<file path="src/sv/ipv4hb_pkg.sv">
`default_nettype none
package ipv4hb_pkg;

   localparam logic [3:0]  IPV4_VERSION       = 4'd4;
   localparam logic [16:0] FIXED_HEADER_BYTES = 17'd20;
   localparam logic [3:0]  MIN_HEADER_WORDS   = 4'd5;
   localparam logic [15:0] MAX_FRAME_RESET    = 16'd1500;
   localparam int          HEADER_WORD_COUNT  = 5;
   localparam int          REQ_DATA_BITS      = 144;
   localparam int          RSP_DATA_BITS      = 32;

   typedef logic [2:0] remain_type;

   typedef enum logic [1:0] {
      STATUS_OK           = 2'd0,
      STATUS_SHORT_HEADER = 2'd1,
      STATUS_TOO_LARGE    = 2'd2
   } status_type;

   typedef struct packed {
      logic [3:0]  header_words;
      logic [7:0]  service_type;
      logic [15:0] ident;
      logic [15:0] fragment_field;
      logic [7:0]  time_to_live;
      logic [7:0]  proto_number;
      logic [31:0] source_addr;
      logic [31:0] dest_addr;
      logic [15:0] payload_bytes;
   } request_type;

   typedef logic [RSP_DATA_BITS-1:0] word_type;

   // Finished header for one request, as handed to the output stage.
   typedef struct packed {
      word_type [HEADER_WORD_COUNT-1:0] words;
      status_type                       status;
      logic                             single;
   } header_type;

endpackage
`default_nettype wire

</file>
<file path="src/sv/ipv4hb_hdr_calc.sv">
`default_nettype none
module ipv4hb_hdr_calc (
   input  wire ipv4hb_pkg::request_type req,
   input  wire logic [15:0]             max_frame_bytes,
   output ipv4hb_pkg::header_type       hdr
);

   logic [16:0] total;
   logic [15:0] total_len;
   logic [19:0] sum;
   logic [16:0] fold1;
   logic [15:0] fold2;
   logic [31:0] word0;
   logic [31:0] word1;
   logic [31:0] word2_top;

   always_comb begin
      total     = {1'b0, req.payload_bytes} + ipv4hb_pkg::FIXED_HEADER_BYTES;
      total_len = total[15:0];
      word0     = {ipv4hb_pkg::IPV4_VERSION, req.header_words, req.service_type, total_len};
      word1     = {req.ident, req.fragment_field};
      word2_top = {req.time_to_live, req.proto_number, 16'h0000};

      // Ones' complement sum of the ten halfwords, checksum field at zero.
      sum = 20'(word0[31:16]) + 20'(word0[15:0])
          + 20'(word1[31:16]) + 20'(word1[15:0])
          + 20'(word2_top[31:16])
          + 20'(req.source_addr[31:16]) + 20'(req.source_addr[15:0])
          + 20'(req.dest_addr[31:16]) + 20'(req.dest_addr[15:0]);
      fold1 = {1'b0, sum[15:0]} + 17'(sum[19:16]);
      fold2 = fold1[15:0] + 16'(fold1[16]);

      hdr.words[0] = word0;
      hdr.words[1] = word1;
      hdr.words[2] = word2_top | {16'h0000, ~fold2};
      hdr.words[3] = req.source_addr;
      hdr.words[4] = req.dest_addr;
      hdr.status   = ipv4hb_pkg::STATUS_OK;
      hdr.single   = 1'b0;

      if (req.header_words < ipv4hb_pkg::MIN_HEADER_WORDS) begin
         hdr.status = ipv4hb_pkg::STATUS_SHORT_HEADER;
         hdr.single = 1'b1;
      end else if (total > {1'b0, max_frame_bytes}) begin
         hdr.status = ipv4hb_pkg::STATUS_TOO_LARGE;
         hdr.single = 1'b1;
      end
      if (hdr.single) begin
         hdr.words[0] = '0;
      end
   end

endmodule
`default_nettype wire

</file>
<file path="src/sv/ipv4hb_serializer.sv">
`default_nettype none
module ipv4hb_serializer (
   input  wire logic                   clock,
   input  wire logic                   reset,
   input  wire logic                   hdr_valid,
   input  wire ipv4hb_pkg::header_type hdr,
   output logic                        hdr_load,
   output logic                        rsp_tvalid,
   input  wire logic                   rsp_tready,
   output logic [31:0]                 rsp_tdata,  // header_word
   output logic                        rsp_tlast,  // word_last
   output logic [1:0]                  rsp_tuser   // status
);

   localparam int N = ipv4hb_pkg::HEADER_WORD_COUNT;

   ipv4hb_pkg::word_type [N-1:0] words_ff, words_in;
   ipv4hb_pkg::remain_type       remain_ff, remain_in;
   ipv4hb_pkg::status_type       status_ff, status_in;
   logic                         busy_ff, busy_in;
   logic                         beat;
   logic                         last;

   always_comb begin
      last     = (remain_ff == ipv4hb_pkg::remain_type'(1));
      beat     = busy_ff && rsp_tready;
      hdr_load = hdr_valid && (!busy_ff || (beat && last));

      words_in  = words_ff;
      remain_in = remain_ff;
      status_in = status_ff;
      busy_in   = busy_ff;
      if (hdr_load) begin
         words_in  = hdr.words;
         remain_in = hdr.single ? ipv4hb_pkg::remain_type'(1) : ipv4hb_pkg::remain_type'(N);
         status_in = hdr.status;
         busy_in   = 1'b1;
      end else if (beat) begin
         // advance to the next header word
         for (int k = 0; k < N - 1; k++) begin
            words_in[k] = words_ff[k+1];
         end
         remain_in = remain_ff - ipv4hb_pkg::remain_type'(1);
         busy_in   = !last;
      end
   end

   always_ff @(posedge clock) begin
      if (reset) begin
         busy_ff   <= 1'b0;
         remain_ff <= '0;
      end else begin
         busy_ff   <= busy_in;
         remain_ff <= remain_in;
      end
      words_ff  <= words_in;
      status_ff <= status_in;
   end

   assign rsp_tvalid = busy_ff;
   assign rsp_tdata  = words_ff[0];
   assign rsp_tlast  = last;
   assign rsp_tuser  = status_ff;

endmodule
`default_nettype wire

</file>
<file path="src/sv/ipv4_header_builder.sv">
// IPv4 header builder. Each request on req_ yields either the five 32-bit words of the
// fixed 20-byte IPv4 header in network order (version 4, total length = payload + 20,
// header checksum filled in), or a single zero word with tlast set and an error code in
// tuser (1: header length below five words, 2: total size above the limit written
// through csr_, 1500 bytes after reset). A request is registered on entry, its header
// and checksum are formed in one pass, and it then moves into the output word register.
// The first word reaches rsp_ after the request register and the output word register.
// A new request is taken every cycle while the output stage can accept it; the 32-bit
// result channel bounds the sustained rate, as a valid request yields five words and
// a rejected request one.
`default_nettype none
module ipv4_header_builder (
   input  wire logic         clock,
   input  wire logic         reset,
   input  wire logic         csr_wr_en,
   input  wire logic [15:0]  csr_wr_data,  // max_frame_bytes
   input  wire logic         req_tvalid,
   output logic              req_tready,
   // header_words, service_type, ident, fragment_field, time_to_live, proto_number,
   // source_addr, dest_addr, payload_bytes, then 4 zero bits
   input  wire logic [ipv4hb_pkg::REQ_DATA_BITS-1:0] req_tdata,
   output logic              rsp_tvalid,
   input  wire logic         rsp_tready,
   output logic [31:0]       rsp_tdata,    // header_word
   output logic              rsp_tlast,    // word_last
   output logic [1:0]        rsp_tuser     // status
);

   logic [15:0]             max_frame_ff;
   logic                    req_valid_ff, req_valid_in;
   ipv4hb_pkg::request_type req_ff, req_in;
   ipv4hb_pkg::header_type  hdr;
   logic                    hdr_load;
   logic                    req_fire;

   always_comb begin
      req_in.header_words   = req_tdata[3:0];
      req_in.service_type   = req_tdata[11:4];
      req_in.ident          = req_tdata[27:12];
      req_in.fragment_field = req_tdata[43:28];
      req_in.time_to_live   = req_tdata[51:44];
      req_in.proto_number   = req_tdata[59:52];
      req_in.source_addr    = req_tdata[91:60];
      req_in.dest_addr      = req_tdata[123:92];
      req_in.payload_bytes  = req_tdata[139:124];

      req_tready   = !req_valid_ff || hdr_load;
      req_fire     = req_tvalid && req_tready;
      req_valid_in = req_fire || (req_valid_ff && !hdr_load);
   end

   always_ff @(posedge clock) begin
      if (reset) begin
         req_valid_ff <= 1'b0;
         max_frame_ff <= ipv4hb_pkg::MAX_FRAME_RESET;
      end else begin
         req_valid_ff <= req_valid_in;
         if (csr_wr_en) begin
            max_frame_ff <= csr_wr_data;
         end
      end
      if (req_fire) begin
         req_ff <= req_in;
      end
   end

   ipv4hb_hdr_calc u_calc (
      .req             (req_ff),
      .max_frame_bytes (max_frame_ff),
      .hdr             (hdr)
   );

   ipv4hb_serializer u_serializer (
      .clock      (clock),
      .reset      (reset),
      .hdr_valid  (req_valid_ff),
      .hdr        (hdr),
      .hdr_load   (hdr_load),
      .rsp_tvalid (rsp_tvalid),
      .rsp_tready (rsp_tready),
      .rsp_tdata  (rsp_tdata),
      .rsp_tlast  (rsp_tlast),
      .rsp_tuser  (rsp_tuser)
   );

endmodule
`default_nettype wire

</file>
<file path="config.mk">
export PLATFORM = sky130hd
export DESIGN_NAME = ipv4_header_builder
export DESIGN_NICKNAME = d
export VERILOG_FILES = /design/src/sv/ipv4hb_pkg.sv /design/src/sv/ipv4hb_hdr_calc.sv /design/src/sv/ipv4hb_serializer.sv /design/src/sv/ipv4_header_builder.sv
export SDC_FILE = /design/constraint.sdc
export NUM_CORES = 1
export LEC_CHECK = 0
export ABC_AREA = 1
export BUFFER_PORTS_ARGS = -buffer_cell sky130_fd_sc_hd__buf_2
export CAP_MARGIN = 10
export CORE_MARGIN = 2
export CORE_UTILIZATION = 45
export CTS_CLUSTER_DIAMETER = 60
export DETAILED_ROUTE_END_ITERATION = 12
export PLACE_DENSITY = 0.73
export SLEW_MARGIN = 20
export SYNTH_ARGS = -nofsm -noshare
export SYNTH_HDL_FRONTEND = slang
export SYNTH_SLANG_ARGS = --single-unit
export TNS_END_PERCENT = 1
</file>
<file path="constraint.sdc">
create_clock -name clock -period 20 [get_ports clock]
set_input_delay 4 -clock clock [delete_from_list [all_inputs] [get_ports clock]]
set_output_delay 4 -clock clock [all_outputs]
set_load 0.05 [all_outputs]
</file>
==> results of run 1 <==
state kept, by name, indices dropped and copies added (netlist names):
signal                   count
req_ff                     140
max_frame_ff                16
u_serializer.words_ff      128
req_valid_ff                 1
u_serializer.remain_ff       3
u_serializer.rsp_tuser       2
u_serializer.rsp_tvalid      1
u_serializer.rsp_tdata      32
layer usage:
metal	global-route usage (%)	routed length (µm)	share of wire, %	up-vias
met5	0	0	0	-
li1	-	-	-	5416
met3	3.426	2004	5.2	59
met4	5.390	782	2.0	0
met2	31.77	17680	46	302
met1	28.17	17770	46	5250
layout by cell type (no fill, tap or decap), types with 6 or more instances in the layout:
| master | n |
|---|---|
| inv_1 | 248 |
| inv_2 | 7 |
| buf_2 | 197 |
| clkbuf_16 | 38 |
| edfxtp_1 | 302 |
| o21ai_1 | 11 |
| xor2_1 | 21 |
| o21ai_0 | 72 |
| xnor2_1 | 10 |
| nand2_1 | 396 |
| fa_1 | 97 |
| nand2_2 | 17 |
| nand4_1 | 21 |
| buf_4 | 7 |
| nand3_1 | 58 |
| a21oi_1 | 50 |
| nor2_4 | 7 |
| clkinv_2 | 6 |
| ha_1 | 61 |
| nor2_1 | 46 |
| dfxtp_1 | 21 |
| a31oi_1 | 8 |
stage by stage:
step | setup WS, ns | cell area (µm²) | hold slack, ns | std cells | utilization, %
after floorplan | 10.89 | 17140 | 0.4264 | 1558 | -
after global placement | 9.918 | 18470 | 0.4326 | 2210 | 49.16
after detailed placement | 9.678 | 18470 | 0.4373 | 2210 | 49.16
after CTS | 9.621 | 19680 | 0.4536 | 2277 | 52.38
final | 9.728 | 19680 | 0.4500 | 2277 | 52.38
after global routing | 8.710 | 19680 | 0.4581 | 2277 | 52.38
worst paths after layout:
path                                           start                              endpoint  slack, ns  cells past startpoint
worst max-delay path             req_ff[2]$_DFFE_PP_   u_serializer.words_ff[79]$_DFFE_PP_       9.73                     52
worst min-delay path            req_ff[20]$_DFFE_PP_  u_serializer.words_ff[132]$_DFFE_PP_       0.45                      0
worst max register to register   req_ff[2]$_DFFE_PP_   u_serializer.words_ff[79]$_DFFE_PP_       9.73                     52
worst min register to register  req_ff[20]$_DFFE_PP_  u_serializer.words_ff[132]$_DFFE_PP_       0.45                      0
critical path, delay by kind of cell (launching register included):
kind | cells | cell delay [ns]
flops | 1 | 0.44
xor+xnor | 3 | 1.12
compound gates | 5 | 1.20
buf+inv | 6 | 0.49
fa+ha+maj | 9 | 3.53
simple gates | 29 | 3.23
kinds of logic (layout without fill, tap and decap cells):
logic type	Yosys count	in the layout	synth area share, %
compound gates	154	154	4.767
xor+xnor	34	34	1.869
fa+ha+maj	158	158	15.78
buf+inv	320	528	7.738
flops	323	323	55.37
simple gates	569	569	14.48
cell type report:
class,count,area [µm²],area share (%)
clock buffer,41,962.2,4.889
clock inverter,26,247.7,1.259
inverter,257,969.7,4.927
multi-input combinational,915,6335,32.19
sequential,323,9489,48.21
tap,511,639.4,3.249
timing repair buffer,204,1039,5.277
==> reports/metrics.csv, run 1 <==
metric,value,unit
gpl congestion,0.8623,
# port buffers,197,
worst-skew pair later-pin latency,0.56,ns
PostCTS Resize Cnt,0,
CTS tree,built,
Final Hold Viols,0,
critical path endpoint category,flop,
die area,39660,µm²
synth cell count leaders,"396 x nand2_1, 302 x edfxtp_1, 250 x inv_1",
Post-DRT Antenna Nets,0,
Area Growth Syn to Fin,14.83,%
CTS sink cnt,323,
Core Region,37580,µm²
die height,199.2,µm
Slew headroom,28.03,%
Max Cap Violations,0,
"Slowest-stage cell, CP",fa_1,
"Hold-fix buffers, CTS",0,
fmax,0.09735,GHz
fraction of layout cells with a size suffix above 1,17.95,%
Worst Setup Start Kind,flop,
num ports,202,
total clock buffers created by CTS,38,
HP Class,reg -> reg,
post-CTS setup buffer count,0,
final worst path period share,51.36,%
clk slew on worst S/H paths,0.06,ns
DP HPWL,28.45,mm
Synth Warn #,0,
All-Layer GR Usage,19.88,%
Synth area leader,edfxtp_1,
Post-Route WL,38.24,mm
Post-route DRC,0,
async set-reset flop share out of synthesis,0,%
number of library cell types mapped by synthesis,44,
final setup TNS,0,ns
RSZ-0062 raised after global routing,no,
CTS Root Cell,clkbuf_16,
initial core utilization,45.61,%
"most used cell, CP",nand2_1,
register area share after synthesis,55.37,%
largest buffer count on any clock path,3,
most instantiated library cell after synthesis,nand2_1,
Crit Path Class,reg -> reg,
Synth top area share,52.91,%
number of global-route vias before repair,11240,
ys flop type,edfxtp_1,
fin crit period,10.27,ns
Die X,199.2,µm
Mapped Nets,1881,
GRT Residual Overflow,0,
Mapped Cells,1558,
"FF+latch count, synth",323,
CP max stage delay,0.55,ns
clk_skew,0.03509,ns
Fillers,3243,
Worst EP required,20.31,ns
Mapped Avg Cell Area,11.00,µm²
n_diodes,0,
Worst-Margin Slew,1.080,ns
DR iter-0 viols,704,
largest net degree at the start of global routing,104,
# nets final,2062,
H-tree Lvls,2,
Row Count,71,
initial antenna violation count,0,
vias per cell,4.843,
number of flops mapped to enable cells by yosys,302,
run status,finished clean,
Setup Viol. Count Final,0,
first-pass GRT wire length,59.80,mm
Post-Syn Area,17140,µm²
Via Count,11030,
Synth area leaders,"edfxtp_1 53%, fa_1 11%, nand2_1 8.7%, inv_1 5.5%, ha_1 4.5%",
"Arr. time, crit path",10.58,ns
max-slew violations,0,
"Max FO, Critical Path",5,
Avg WL per Cell,16.79,µm
drt pass-1 iters,7,
Power of run 1 is not shown: default switching activity piles up to over one toggle a cycle in this logic, so the estimate is an artifact.
==> run 2, diff against run 1 <==
PLACE_DENSITY = 0.76   (was 0.73)
clock period = 8.5 ns   (was 20 ns; I/O delays follow)
==> run 2 against run 1 <==
The flow now finishes with violations (setup timing). Via count grew 7.3%. Non-clock buffer count grew 165. Critical path depth grew 7. First-iteration DRC count grew 8.1%. Sequential share of layout area shrank 4.9 points. Fmax grew 17%. Worst setup slack lost 10 ns. Register-to-register slack lost 10 ns.
==> reports/metrics.csv, run 2 (synthesized netlist as in run 1, its figures left out) <==
metric,value,unit
clk_skew,0.01665,ns
die area,39660,µm²
Final Hold Viols,0,
CTS sink cnt,323,
num ports,202,
Avg WL per Cell,16.67,µm
"Arr. time, crit path",9.14,ns
"most common cell after layout, fill and taps aside",nand2_1,
vias per cell,4.839,
CP max stage delay,0.57,ns
most frequent cells in the layout,"375 x nand2_1, 302 x edfxtp_1, 235 x inv_1",
total clock buffers created by CTS,38,
Via Count,11830,
"Max FO, Critical Path",4,
final worst slack,-0.2456,ns
"most used cell, CP",buf_4,
DP HPWL,29.16,mm
fraction of layout cells with a size suffix above 1,30.92,%
largest net degree at the start of global routing,92,
All-Layer GR Usage,21.02,%
DP Cell Count,2341,
die height,199.2,µm
Post-DRT Antenna Nets,0,
initial core utilization,45.61,%
gpl congestion,0.8752,
Post-Route WL,40.76,mm
Worst Setup Start Kind,flop,
CTS tree,built,
GRT Residual Overflow,0,
Setup Viol. Count Final,9,
initial antenna violation count,0,
post-place setup slack,-1.168,ns
area of the multi-input gates,7111,µm²
HP Class,reg -> reg,
Worst Reg2Reg Path Length in Cells,59,
Crit Path Class,reg -> reg,
Row Count,71,
Fillers,3006,
final worst path period share,102.9,%
Largest Register,req_ff,
Area Growth Syn to Fin,27.84,%
largest buffer count on any clock path,3,
number of global-route vias before repair,12220,
DR iter-0 viols,761,
final core utilization,58.31,%
Post-Layout Cell Count,2445,
FF/Latch Area,9489,µm²
Largest register FFs,140,
RSZ-0062 raised after global routing,yes,
drt pass-1 iters,5,
Worst EP required,8.89,ns
failing checks,setup timing,
first-pass GRT wire length,63.34,mm
hold path start,req_ff[16]$_DFFE_PP_,
Slew headroom,32.87,%
Max Cap Violations,0,
Die X,199.2,µm
fmax,0.1143,GHz
# nets final,2227,
"Slowest-stage cell, CP",fa_1,
# port buffers,197,
fin crit period,8.746,ns
"Hold-fix buffers, CTS",0,
n_diodes,0,
clk slew on worst S/H paths,0.06,ns
crit path from,req_ff[2]$_DFFE_PP_,
max-slew violations,0,
final setup TNS,-1.517,ns
H-tree Lvls,2,
worst hold path stage count,0,
worst r2r src,req_ff[2]$_DFFE_PP_,
Worst-Margin Slew,1.007,ns
run status,"finished, violations left",
critical path endpoint category,flop,
Core Region,37580,µm²
CTS Root Cell,clkbuf_16,
Post-route DRC,0,
worst-skew pair later-pin latency,0.55,ns
==> run 2: through the flow <==
| stage | cell area, µm² | hold WS, ns |
|---|---|---|
| after floorplan | 17140 | 0.4264 |
| after global placement | 19450 | 0.4343 |
| after detailed placement | 19450 | 0.4341 |
| after CTS | 21410 | 0.4475 |
| after global routing | 21910 | 0.4657 |
| final | 21910 | 0.4504 |
==> run 2: repair_timing <==
item,in CTS,in global routing
cloned,0,0
gates resized for setup,77,86
pin swaps,80,88
endpoints found under the setup margin,16,15
buffers inserted,24,13
==> run 2: layout make-up <==
type / instances / area share, %
Tap cell: 511 / 2.918
Clock inverter: 21 / 1.468
Clock buffer: 49 / 4.911
Inverter: 257 / 4.448
Multi-Input combinational cell: 915 / 32.45
Timing Repair Buffer: 369 / 10.50
Sequential cell: 323 / 43.31
==> run 2: worst paths after layout <==
path	to	slack [ns]
hold reg to reg	u_serializer.words_ff[128]$_DFFE_PP_	0.45
setup / recovery	u_serializer.words_ff[70]$_DFFE_PP_	-0.25
hold / removal	u_serializer.words_ff[128]$_DFFE_PP_	0.45
setup reg to reg	u_serializer.words_ff[70]$_DFFE_PP_	-0.25
==> run 2: metal layers <==
layer	global-route usage, %	part of all wire [%]	up-vias
met1	28.40	44	5673
met3	3.122	5.9	64
met5	0	0	-
li1	-	-	5741
met2	34.79	48	354
met4	7.352	2.5	0
==> run 2: worst max-delay path, delay by kind of cell, from the launching register on <==
| kind | cells | cell delay [ns] |
|---|---|---|
| XOR/XNOR | 3 | 0.48 |
| flip-flops | 1 | 0.45 |
| adder cells (fa/ha/maj) | 9 | 3.32 |
| AND/OR/NAND/NOR | 22 | 1.49 |
| buffers and inverters | 21 | 2.33 |
| AO/OA/AOI/OAI | 4 | 0.45 |
Power of run 2 is left out for the same reason.
==> run 3, diff against run 2 <==
SKIP_CTS_REPAIR_TIMING = 1   (was not set)
==> run 3 against run 2 <==
The run still ends with setup timing left. Worst setup slack got worse by 0.11 ns. Sequential share of layout area up 0.90 points. Clock-buffer cell count unchanged. Global-route usage fell by 0.63 points. Utilization is 1.2 points lower. Fmax down 1.2%. Register-to-register slack got worse by 0.11 ns. Critical path depth fell by 4. Cell area down 2.0%. Via count shrank 1.1%. Clock skew about the same. First-iteration DRC count decreased by 17%. Critical endpoint is now u_serializer.words_ff[79]$_DFFE_PP_.
==> reports/metrics.csv, run 3 (synthesized netlist as in run 1, its figures left out) <==
metric,value,unit
run status,"finished, violations left",
failing checks,setup timing,
max-slew violations,0,
largest net degree at the start of global routing,92,
end of the worst register-to-register path,u_serializer.words_ff[79]$_DFFE_PP_,
drt pass-1 iters,5,
total clock buffers created by CTS,38,
critical path endpoint category,flop,
Slew headroom,33.20,%
CTS Root Cell,clkbuf_16,
most frequent cells in the layout,"383 x nand2_1, 302 x edfxtp_1, 240 x inv_1",
Via Count,11700,
Max Cap Violations,0,
Worst-Margin Slew,1.002,ns
vias per cell,4.833,
# nets final,2203,
Final Hold Viols,0,
"most common cell after layout, fill and taps aside",nand2_1,
CTS sink cnt,323,
Core Region,37580,µm²
fin crit period,8.852,ns
fraction of layout cells with a size suffix above 1,28.12,%
Worst Setup EP,u_serializer.words_ff[79]$_DFFE_PP_,
largest buffer count on any clock path,3,
HP Class,reg -> reg,
Post-Route WL,40.07,mm
r2r setup slk,-0.35,ns
"Max FO, Critical Path",3,
worst-skew pair later-pin latency,0.55,ns
die area,39660,µm²
initial core utilization,45.61,%
final worst slack,-0.3519,ns
# port buffers,197,
Worst EP required,8.80,ns
worst r2r src,req_ff[2]$_DFFE_PP_,
GRT Residual Overflow,0,
"Slowest-stage cell, CP",fa_1,
first-pass GRT wire length,61.41,mm
gpl congestion,0.8752,
DR iter-0 viols,631,
Worst Reg2Reg Path Length in Cells,55,
Die X,199.2,µm
num ports,202,
finished layout cell area,21460,µm²
n_diodes,0,
Largest Register,req_ff,
Avg WL per Cell,16.55,µm
clk_skew,0.01622,ns
Area Growth Syn to Fin,25.23,%
"Arr. time, crit path",9.15,ns
Setup Viol. Count Final,9,
Worst Setup Start Kind,flop,
RSZ-0062 raised after global routing,yes,
Largest register FFs,140,
final core utilization,57.12,%
DP HPWL,29.16,mm
placed cell areas,19450,µm²
Row Count,71,
fmax,0.1130,GHz
Post-route DRC,0,
final worst path period share,104.1,%
FF/Latch Area,9489,µm²
"most used cell, CP",nor2_4,
clk slew on worst S/H paths,0.06,ns
Crit Path Class,reg -> reg,
All-Layer GR Usage,20.39,%
CP max stage delay,0.54,ns
Fillers,3070,
number of global-route vias before repair,11880,
die height,199.2,µm
Post-DRT Antenna Nets,0,
CTS tree,built,
crit path from,req_ff[2]$_DFFE_PP_,
H-tree Lvls,2,
area of the multi-input gates,6849,µm²
initial antenna violation count,0,
-- run 3: cell types whose count changed in the layout (fill, tap and decap cells not counted), moves of 6 or more --
cell,previous run,this run
ha_1,38,47
inv_2,18,11
ha_4,23,14
nand2_1,375,383
nand2_2,33,27
buf_4,166,145
-- run 3: worst min path at each step --
stage,startpoint,endpoint,slack [ns],depth (start not counted)
6_report,req_ff[18]$_DFFE_PP_,u_serializer.words_ff[130]$_DFFE_PP_,0.45,0
3_5_place_dp,req_ff[16]$_DFFE_PP_,u_serializer.words_ff[128]$_DFFE_PP_,0.43,0
3_3_place_gp,req_ff[20]$_DFFE_PP_,u_serializer.words_ff[132]$_DFFE_PP_,0.43,0
2_1_floorplan,req_ff[16]$_DFFE_PP_,u_serializer.words_ff[128]$_DFFE_PP_,0.43,0
4_1_cts,req_ff[16]$_DFFE_PP_,u_serializer.words_ff[128]$_DFFE_PP_,0.45,0
5_1_grt,req_ff[20]$_DFFE_PP_,u_serializer.words_ff[132]$_DFFE_PP_,0.47,0
-- run 3: cell type report --
| cell class | instances | share of cell area, % |
|---|---|---|
| clock buffer | 49 | 5.013 |
| sequential | 323 | 44.21 |
| inverter | 257 | 4.565 |
| clock inverter | 21 | 1.498 |
| timing repair buffer | 345 | 9.823 |
| multi-input combinational | 915 | 31.91 |
| tap | 511 | 2.979 |
-- run 3: per-stage QoR --
step / std cells / hold slack (ns) / TNS [ns] / worst slack, ns
after floorplan: 1558 / 0.4264 / 0 / 0.09485
after global placement: 2341 / 0.4343 / -8.827 / -0.8960
after detailed placement: 2341 / 0.4341 / -12.82 / -1.168
after CTS: 2411 / 0.4475 / -13.95 / -1.238
after global routing: 2421 / 0.4657 / -7.924 / -0.8890
final: 2421 / 0.4513 / -2.224 / -0.3519
-- run 3: per-layer routing --
metal | global-route usage (%) | routed length (µm) | vias to the layer above
met5 | 0 | 0 | -
met4 | 6.633 | 787 | 0
met1 | 27.96 | 17870 | 5651
met2 | 33.69 | 19220 | 304
met3 | 2.785 | 2183 | 50
li1 | - | - | 5695
-- run 3: worst max-delay path: cells and delay by family (launching register included) --
kind	cells	cell delay (ns)
fa+ha+maj	9	3.23
simple gates	27	2.75
compound gates	9	1.21
buf+inv	8	0.60
flops	1	0.41
xor+xnor	2	0.38
Power of run 3 is left out for the same reason.
